--- config.mk ---
export PLATFORM = sky130hd
export DESIGN_NAME = config_line_tokenizer
export DESIGN_NICKNAME = d
export VERILOG_FILES = /design/src/hw/rtl/clt_pkg.sv /design/src/hw/rtl/clt_parse.sv /design/src/hw/rtl/clt_out_reg.sv /design/src/hw/rtl/config_line_tokenizer.sv
export SDC_FILE = /design/constraint.sdc
export NUM_CORES = 1
export LEC_CHECK = 0
export BUFFER_PORTS_ARGS = -buffer_cell sky130_fd_sc_hd__buf_2
export CORE_ASPECT_RATIO = 1.1
export CORE_MARGIN = 3
export CORE_UTILIZATION = 45
export CTS_BUF_LIST = sky130_fd_sc_hd__clkbuf_4 sky130_fd_sc_hd__clkbuf_8
export CTS_CLUSTER_DIAMETER = 40
export CTS_CLUSTER_SIZE = 24
export DETAILED_ROUTE_END_ITERATION = 10
export GPL_ROUTABILITY_DRIVEN = 1
export PLACE_DENSITY = 0.66
export SYNTH_ARGS = -nofsm -noshare
export SYNTH_HDL_FRONTEND = slang
export SYNTH_HIERARCHICAL = 1
export SYNTH_SLANG_ARGS = --single-unit
export TNS_END_PERCENT = 30
--- constraint.sdc ---
create_clock -name clk_i -period 2.8 [get_ports clk_i]
set_input_delay 0.84 -clock clk_i [delete_from_list [all_inputs] [get_ports clk_i]]
set_output_delay 0.84 -clock clk_i [all_outputs]
set_load 0.01 [all_outputs]
--- src/hw/rtl/clt_pkg.sv ---
// Package for the config line tokenizer: character codes, default parameters
// and the result record passed from the parser to the output register.
// No dependencies.
package clt_pkg;

  localparam int DefMaxArgs   = 32;
  localparam int DefLineBytes = 256;

  localparam logic [5:0] ArgCapReset = 6'd32;

  localparam logic [7:0] ChNul   = 8'd0;
  localparam logic [7:0] ChTab   = 8'd9;
  localparam logic [7:0] ChNl    = 8'd10;
  localparam logic [7:0] ChVt    = 8'd11;
  localparam logic [7:0] ChFf    = 8'd12;
  localparam logic [7:0] ChCr    = 8'd13;
  localparam logic [7:0] ChSpace = 8'd32;
  localparam logic [7:0] ChQuote = 8'd34;
  localparam logic [7:0] ChHash  = 8'd35;

  typedef struct packed {
    logic       valid;
    logic [7:0] out_byte;
    logic       token_end;
    logic [4:0] arg_index;
  } result_t;

  function automatic logic is_blank(input logic [7:0] b);
    return (b == ChTab) || (b == ChVt) || (b == ChFf) || (b == ChCr) || (b == ChSpace);
  endfunction

endpackage

--- src/hw/rtl/clt_parse.sv ---
// Tokenizer parse step: parser state registers and the next-state logic for one byte.
// Depends on clt_pkg.
module clt_parse import clt_pkg::*; #(
  parameter int MAX_ARGS   = DefMaxArgs,
  parameter int LINE_BYTES = DefLineBytes
) (
  input  logic       clk_i,
  input  logic       rst_ni,
  input  logic       step_i,
  input  logic [7:0] in_byte_i,
  input  logic       end_of_file_i,
  input  logic [5:0] arg_cap_i,
  output result_t    res_o
);

  typedef enum logic [1:0] {
    ModeSpace  = 2'd0,
    ModeBare   = 2'd1,
    ModeQuoted = 2'd2
  } mode_e;

  localparam logic [5:0] MaxArgsC  = 6'(MAX_ARGS);
  localparam logic [8:0] LineLastC = 9'(LINE_BYTES - 1);

  mode_e      mode_q, mode_d;
  logic       open_q, open_d;
  logic [7:0] lc_q, lc_d;
  logic       skip_q, skip_d;
  logic [5:0] args_q, args_d;
  logic       fin_q, fin_d;

  logic [5:0] limit;
  logic [5:0] args_inc;
  logic       do_close, do_emit, new_line;

  assign limit    = (arg_cap_i < MaxArgsC) ? arg_cap_i : MaxArgsC;
  assign args_inc = args_q + 6'd1;

  always_comb begin
    mode_d   = mode_q;
    open_d   = open_q;
    lc_d     = lc_q;
    skip_d   = skip_q;
    args_d   = args_q;
    fin_d    = fin_q;
    do_close = 1'b0;
    do_emit  = 1'b0;
    new_line = 1'b0;

    if (fin_q || (args_q >= limit)) begin
      fin_d = 1'b1;
    end else if (skip_q && open_q) begin
      do_close = 1'b1;
      if (end_of_file_i) begin
        fin_d = 1'b1;
      end else if (in_byte_i == ChNl) begin
        new_line = 1'b1;
      end
    end else if (end_of_file_i) begin
      do_close = open_q;
      fin_d    = 1'b1;
    end else if (in_byte_i == ChNl) begin
      do_close = open_q;
      new_line = 1'b1;
    end else if (!skip_q) begin
      lc_d = lc_q + 8'd1;
      if (in_byte_i == ChNul) begin
        do_close = open_q;
        skip_d   = 1'b1;
      end else begin
        case (mode_q)
          ModeBare: begin
            if ((in_byte_i == ChHash) || is_blank(in_byte_i)) begin
              do_close = 1'b1;
              if (in_byte_i == ChHash) skip_d = 1'b1;
            end else begin
              do_emit = 1'b1;
            end
          end
          ModeQuoted: begin
            if (in_byte_i == ChQuote) do_close = 1'b1;
            else                      do_emit  = 1'b1;
          end
          default: begin
            if (in_byte_i == ChHash) begin
              skip_d = 1'b1;
            end else if (is_blank(in_byte_i)) begin
              skip_d = skip_q;
            end else if (in_byte_i == ChQuote) begin
              mode_d = ModeQuoted;
              open_d = 1'b1;
            end else begin
              mode_d  = ModeBare;
              open_d  = 1'b1;
              do_emit = 1'b1;
            end
          end
        endcase
      end
      if ({1'b0, lc_d} >= LineLastC) skip_d = 1'b1;
    end

    if (do_close) begin
      open_d = 1'b0;
      mode_d = ModeSpace;
      args_d = args_inc;
      if (args_inc >= limit) fin_d = 1'b1;
    end
    if (new_line) begin
      lc_d   = 8'd0;
      skip_d = 1'b0;
      mode_d = ModeSpace;
    end
  end

  always_comb begin
    res_o.valid     = do_close || do_emit;
    res_o.out_byte  = do_emit ? in_byte_i : 8'd0;
    res_o.token_end = do_close;
    res_o.arg_index = args_q[4:0];
  end

  always_ff @(posedge clk_i or negedge rst_ni) begin
    if (!rst_ni) begin
      mode_q <= ModeSpace;
      open_q <= 1'b0;
      lc_q   <= 8'd0;
      skip_q <= 1'b0;
      args_q <= 6'd0;
      fin_q  <= 1'b0;
    end else if (step_i) begin
      mode_q <= mode_d;
      open_q <= open_d;
      lc_q   <= lc_d;
      skip_q <= skip_d;
      args_q <= args_d;
      fin_q  <= fin_d;
    end
  end

  a_end_has_no_byte: assert property (@(posedge clk_i) disable iff (!rst_ni)
    (res_o.valid && res_o.token_end) |-> (res_o.out_byte == 8'd0))
    else $error("token end carries a byte");

  a_finished_silent: assert property (@(posedge clk_i) disable iff (!rst_ni)
    fin_q |-> !res_o.valid)
    else $error("result after finish");

  a_mode_needs_open: assert property (@(posedge clk_i) disable iff (!rst_ni)
    (mode_q != ModeSpace) |-> open_q)
    else $error("token mode without open token");

  a_close_advances: assert property (@(posedge clk_i) disable iff (!rst_ni)
    (step_i && res_o.valid && res_o.token_end) |=> (args_q == 6'($past(args_q) + 6'd1)))
    else $error("argument count did not advance on token end");

endmodule

--- src/hw/rtl/clt_out_reg.sv ---
// Result register for the tokenizer: holds one result until the sink takes it.
// Depends on clt_pkg.
module clt_out_reg import clt_pkg::*; (
  input  logic        clk_i,
  input  logic        rst_ni,
  input  logic        load_i,
  input  result_t     res_i,
  output logic        ready_o,
  output logic        m_axis_tvalid_o,
  input  logic        m_axis_tready_i,
  output logic [15:0] m_axis_tdata_o,
  output logic        m_axis_tuser_o
);

  logic       valid_q;
  logic [7:0] byte_q;
  logic       end_q;
  logic [4:0] idx_q;

  assign ready_o = !valid_q || m_axis_tready_i;

  always_ff @(posedge clk_i or negedge rst_ni) begin
    if (!rst_ni) begin
      valid_q <= 1'b0;
    end else if (ready_o) begin
      valid_q <= load_i;
    end
  end

  always_ff @(posedge clk_i) begin
    if (ready_o && load_i) begin
      byte_q <= res_i.out_byte;
      end_q  <= res_i.token_end;
      idx_q  <= res_i.arg_index;
    end
  end

  assign m_axis_tvalid_o = valid_q;
  assign m_axis_tdata_o  = {3'd0, idx_q, byte_q};
  assign m_axis_tuser_o  = end_q;

endmodule

--- src/hw/rtl/config_line_tokenizer.sv ---
// Top level of the config line tokenizer: input register, parse step, result register.
// Depends on clt_pkg, clt_parse and clt_out_reg.
//
//  channel  | dir | payload
//  s_axis   | in  | tdata[7:0] in_byte, tuser end_of_file
//  m_axis   | out | tdata[7:0] out_byte, tdata[12:8] arg_index; tuser token_end
//  cfg      | in  | cfg_wdata_i[5:0] argument cap, written when cfg_we_i is high
//
// One byte per clock while the sink keeps up: each transaction waits in the input
// register for the parse step, and its result (if any) is then loaded into the result
// register, from which the sink can take it.
// Reset clears parser state and sets the argument cap to 32.
// A stalled sink holds the result register; the input register then holds too.
module config_line_tokenizer import clt_pkg::*; #(
  parameter int MAX_ARGS   = DefMaxArgs,
  parameter int LINE_BYTES = DefLineBytes
) (
  input  logic        clk_i,
  input  logic        rst_ni,
  input  logic        s_axis_tvalid,
  output logic        s_axis_tready,
  input  logic [7:0]  s_axis_tdata,   // [7:0] in_byte
  input  logic        s_axis_tuser,   // [0] end_of_file
  output logic        m_axis_tvalid,
  input  logic        m_axis_tready,
  output logic [15:0] m_axis_tdata,   // [7:0] out_byte, [12:8] arg_index
  output logic        m_axis_tuser,   // [0] token_end
  input  logic        cfg_we_i,
  input  logic [5:0]  cfg_wdata_i
);

  logic       in_valid_q;
  logic [7:0] in_byte_q;
  logic       in_eof_q;
  logic [5:0] arg_cap_q;
  logic       out_ready;
  logic       step;
  result_t    res;

  assign step          = in_valid_q && out_ready;
  assign s_axis_tready = !in_valid_q || out_ready;

  always_ff @(posedge clk_i or negedge rst_ni) begin
    if (!rst_ni) begin
      in_valid_q <= 1'b0;
      arg_cap_q  <= ArgCapReset;
    end else begin
      if (s_axis_tready) in_valid_q <= s_axis_tvalid;
      if (cfg_we_i) arg_cap_q <= cfg_wdata_i;
    end
  end

  always_ff @(posedge clk_i) begin
    if (s_axis_tready && s_axis_tvalid) begin
      in_byte_q <= s_axis_tdata;
      in_eof_q  <= s_axis_tuser;
    end
  end

  clt_parse #(
    .MAX_ARGS   (MAX_ARGS),
    .LINE_BYTES (LINE_BYTES)
  ) u_parse (
    .clk_i         (clk_i),
    .rst_ni        (rst_ni),
    .step_i        (step),
    .in_byte_i     (in_byte_q),
    .end_of_file_i (in_eof_q),
    .arg_cap_i     (arg_cap_q),
    .res_o         (res)
  );

  clt_out_reg u_out (
    .clk_i           (clk_i),
    .rst_ni          (rst_ni),
    .load_i          (step && res.valid),
    .res_i           (res),
    .ready_o         (out_ready),
    .m_axis_tvalid_o (m_axis_tvalid),
    .m_axis_tready_i (m_axis_tready),
    .m_axis_tdata_o  (m_axis_tdata),
    .m_axis_tuser_o  (m_axis_tuser)
  );

endmodule

### Word-level counts from Yosys, hierarchy flattened

Cells that the tools add are included.

* add/subtract/negate cells: 2
* magnitude comparators: 4
* eq/ne operators: 33
* muxes and demuxes: 67
* reduce and logical (&&, ||, !) cells: 23

Operators with widths (number)
* $mux W8: 6
* $mux W1: 45
* $eq A8 B4 Y1 const B: 5
* $eq A8 B6 Y1 const B: 3
* $mux W2: 12
* $ne A2 B1 Y1 const B: 12
* $ne A3 B1 Y1 const B: 8
* $reduce_and A10 Y1: 2
* $ge A6 B6 Y1: 2
* $logic_or A1 B1 Y1: 9
* $add A8 B1 Y8 const B: 1
* $ge A8 B8 Y1 const B: 1
* $logic_not A8 Y1: 1
* $add A6 B1 Y6 const B: 1
* $lt A6 B6 Y1 const B: 1
* $mux W6: 1
* $pmux W1 S2: 3
* $reduce_and A6 Y1: 1
* $logic_and A1 B1 Y1: 5
* $reduce_and A5 Y1: 1
* $ne A2 B2 Y1 const B: 2
* $ne A3 B3 Y1 const B: 1
* $eq A2 B1 Y1 const B: 1
* $eq A2 B2 Y1 const B: 1
* 3 further kinds: 4

* flip-flop bits (word level): 50
* input port bits: 20
* output and inout port bits: 19
* word-level logic and storage cells: 143

### Depth between registers and ports, before layout

* depth after elaboration: 17
* gate-level depth with buffers: 10
* depth with buffers taken out: 10

### Cells and area by module

The synthesis kept the hierarchy.

Modules (own cells, without submodules)
* clt_parse: times used 1, cells each 194, area an instance 1717.9 um2, seq. area each 475.5 um2
* config_line_tokenizer: times used 1, cells each 28, area an instance 579.3 um2, seq. area each 446.7 um2
* clt_out_reg: times used 1, cells each 22, area an instance 500.5 um2, seq. area each 445.4 um2

### Worst setup path after synthesis

Ideal clock, no wire load.

* path type: reg2reg
* start: register arg_cap_q[5]
* end: register u_out.byte_q[0] (enable)
* library setup time: 0.309 ns
* arrival time: 2.462 ns
* required time: 2.491 ns
* slack: 0.029 ns
* stages on the path, launching flop included: 11
* cell sequence: dfstp_2 > inv_1 > nand2_1 > ha_1 > a21o_1 > a211oi_1 > o21ai_0 > a211oi_1 > or2_1 > and3_1 > and2_4

RTL lines
* start: declaration: RTL line config_line_tokenizer.sv:35 `logic [5:0] arg_cap_q;`
* start signal: assignment: RTL line config_line_tokenizer.sv:46 `arg_cap_q <= ArgCapReset;`
* start signal: assignment: RTL line config_line_tokenizer.sv:49 `if (cfg_we_i) arg_cap_q <= cfg_wdata_i;`
* end signal: assignment: RTL line clt_out_reg.sv:32 `byte_q <= res_i.out_byte;`
* end: declaration: RTL line clt_out_reg.sv:16 `logic [7:0] byte_q;`

==> impl_results.md <==
- Status: finished, final reports clean
- DRT iter0 DRCs: 98
- CTS H-Tree Depth: 2
- CP arrival: 2590 ps
- Layout Skew: 7.11 ps
- WL per Instance: 12.9 um
- Clk sinks: 50
- Commonest cells after routing, fill and taps aside: buf_2, dfrtp_1, edfxtp_1, ha_1, nand2_1
- Slew Limit Fails: 0
- Synth area leader: edfxtp_1
- CP Max Fanout: 14
- Crit Path Class: reg -> reg
- Setup TNS: 0 ps
- Max Cap Viol: 0
- DRC viols: 0
- Final period util: 92.9%
- Sequential element share of the synthesized area: 48.9%
- FMAX: 384 MHz
- Post-synth ARST share: 54.0%
- Gr ovfl total: 0
- Initial Utilization: 47.6%
- GRT Resource Usage Total: 13.8%
- Yosys cell types: 57
- Psw: 0.000369 W
- Area growth, synth to finish: 11.5%
- Commonest non-fill, non-tap cell in the layout: buf_2
- Die span in y: 88.7 um
- Share of cells above drive strength 1: 25.1%
- Final setup margin: 198 ps
- Post-synthesis cell count: 244
- Initial antenna violation count: 0
- VDD IR-drop max: 0.000211 V
- Worst Setup End Kind: flip-flop
- Syn_area_per_cell: 11.5 um2
- Mapped cell area: 0.00280 mm2
- PD cells: 481 mW/mm2
- CP Data Required Time: 2790 ps
- Final WL: 4610 um
- Ys Warns: 6
- Post-synth EDFFs: 23
- First-pass GRT wire length: 7620 um
- Endpoints failing setup: 0
- Net Sw Frac: 24.6%
- Die width: 81.2 um
- Pleak: 1.39 nW
- # diodes: 0
- Number of core rows: 29
- Seq cells post-synth: 50
- Share of the synthesized area in the top cell type: 24.7%
- Ys flop type: dfrtp_1
- Vias in the first global route: 1,675
- Via density: 5.14
- Comb power frac: 14.5%
- Reg power frac: 56.9%
- Skew-Pair Late Insertion Delay: 290 ps
- IO Pins: 39
- Die area: 0.00720 mm2
- Unrepaired setup endpoints after global routing: false
- Clock network fraction of total power: 28.6%
- Slew margin rel.: 59.0%
- Setup WS pre-CTS: 79.5 ps
- Routed vias: 1,830
- R2R Setup Slk: 200 ps
- GPL Wtd Cong: 0.774
- Postcts setup bufs: 0
- Pre-antenna DRT Iters: 4
- CTS root buf: clkbuf_8
- Port-buffer cells: 35
- Largest net degree at the start of global routing: 28
- Final hold violations: 0
- Internal power: 0.00113 W
- Synth area leaders: edfxtp_1, dfrtp_1, ha_1, mux2_4, buf_4
- Final #Nets: 315
- Worst slew pin tran: 616 ps
- CTS tree: done
- CTS clock-pin slew for the worst setup and hold paths: 80 ps
- TritonCTS buffer count: 5
- Hold crit path type: reg -> reg
- Core Footprint: 0.00588 mm2
- Startpoint Class: flip-flop
- Crit path time final: 2600 ps
- Post-DP HPWL: 3580 um
- Final ANT Viol Nets: 0
- Max clock buf depth: 2
-- metrics by stage --
stage | std cells | hold slack (ps) | utilization, % | cell area, um2 | power, W
after floorplan | 246 | 474 | - | 2810 | 0.00103
after global placement | 348 | 500 | 51.2 | 3010 | 0.00108
after detailed placement | 348 | 500 | 51.2 | 3010 | 0.00109
after CTS | 356 | 520 | 52.9 | 3110 | 0.00152
after global routing | 356 | 542 | 53.1 | 3120 | 0.00159
final | 356 | 521 | 53.1 | 3120 | 0.00150
-- registers in the layout (all words and copies together) (netlist names), 2 cells and up --
signal          flops
u_parse/args_q      6
u_out/idx_q         5
u_parse/mode_q      2
u_out/byte_q        8
arg_cap_q           6
in_byte_q           8
u_parse/lc_q        8
-- layer usage --
layer  wire (um)  global-route usage (%)  vias to the layer above
met5           0                       0                        -
met4          65                    5.07                        0
met3         167                    3.67                        6
met2        2230                    21.4                       26
met1        2150                    18.5                      854
li1            -                       -                      944
-- repair_timing --
action / in CTS / in global routing
gates resized for setup: 0 / 3
endpoints found under the setup margin: 0 / 14
hold buffers: 0 / 0
-- synthesized netlist by cell type (3+ instances only) --
master	number
a21o_1	3
a21oi_1	12
and2_1	10
and3_1	5
buf_4	10
dfrtp_1	26
edfxtp_1	23
ha_1	17
inv_1	7
mux2_4	7
nand2_1	15
nand2b_1	8
nand3_1	10
nor2_1	5
nor2b_1	6
nor3_1	5
nor3b_1	4
o21ai_0	12
o31ai_1	3
xnor2_1	6
xor2_1	7
-- area by class of cell --
cell class,count,area [um2]
Clock buffer,7,96.3
Clock inverter,1,3.75
Fill cell,547,2760
Inverter,7,26.3
Multi-Input combinational cell,174,1320
Sequential cell,50,1370
Tap cell,77,96.3
Timing Repair Buffer,40,213
-- power by group through the flow --
stage	Clock, W	Sequential [W]	Combinational (W)
global placement	0	0.000869	0.000210
CTS	0.000452	0.000855	0.000217
detailed placement	0	0.000870	0.000217
global route	0.000483	0.000863	0.000249
finish	0.000430	0.000854	0.000217
floorplan	0	0.000852	0.000176
-- critical path, stage by stage, from the launching register on --
cell and delay, ps:
dfstp_2 540, inv_1 100, nand2_1 110, ha_1 250, a21o_1 180, a211oi_2 240, o21ai_1 130, a211oi_2 230
or2_1 120, and3_1 160, and2_4 250
-- cell families (layout without fill, tap and decap cells) --
| logic type | count (synthesis) | in the layout | share of synthesized area [%] |
|---|---|---|---|
| compound gates | 49 | 49 | 11.8 |
| xor+xnor | 13 | 13 | 4.07 |
| fa+ha+maj | 17 | 17 | 7.60 |
| buf+inv | 22 | 55 | 4.65 |
| flops | 50 | 50 | 48.9 |
| mux | 10 | 10 | 5.32 |
| other cells | 1 | 3 | 0.134 |
| simple gates | 82 | 82 | 17.5 |
-- path summary, 6_finish.rpt --
kind / cells past startpoint / startpoint / end
setup / recovery: 10 / arg_cap_q[5]$_DFFE_PN1P_ / u_out/byte_q[6]$_DFFE_PP_
hold / removal: 1 / arg_cap_q[2]$_DFFE_PN0P_ / arg_cap_q[2]$_DFFE_PN0P_
setup reg to reg: 10 / arg_cap_q[5]$_DFFE_PN1P_ / u_out/byte_q[6]$_DFFE_PP_
hold reg to reg: 1 / arg_cap_q[2]$_DFFE_PN0P_ / arg_cap_q[2]$_DFFE_PN0P_
max in group asynchronous: 1 / rst_ni / in_valid_q$_DFFE_PN0P_
min in group asynchronous: 1 / rst_ni / arg_cap_q[3]$_DFFE_PN0P_
Power figures use the tool's default switching activity.
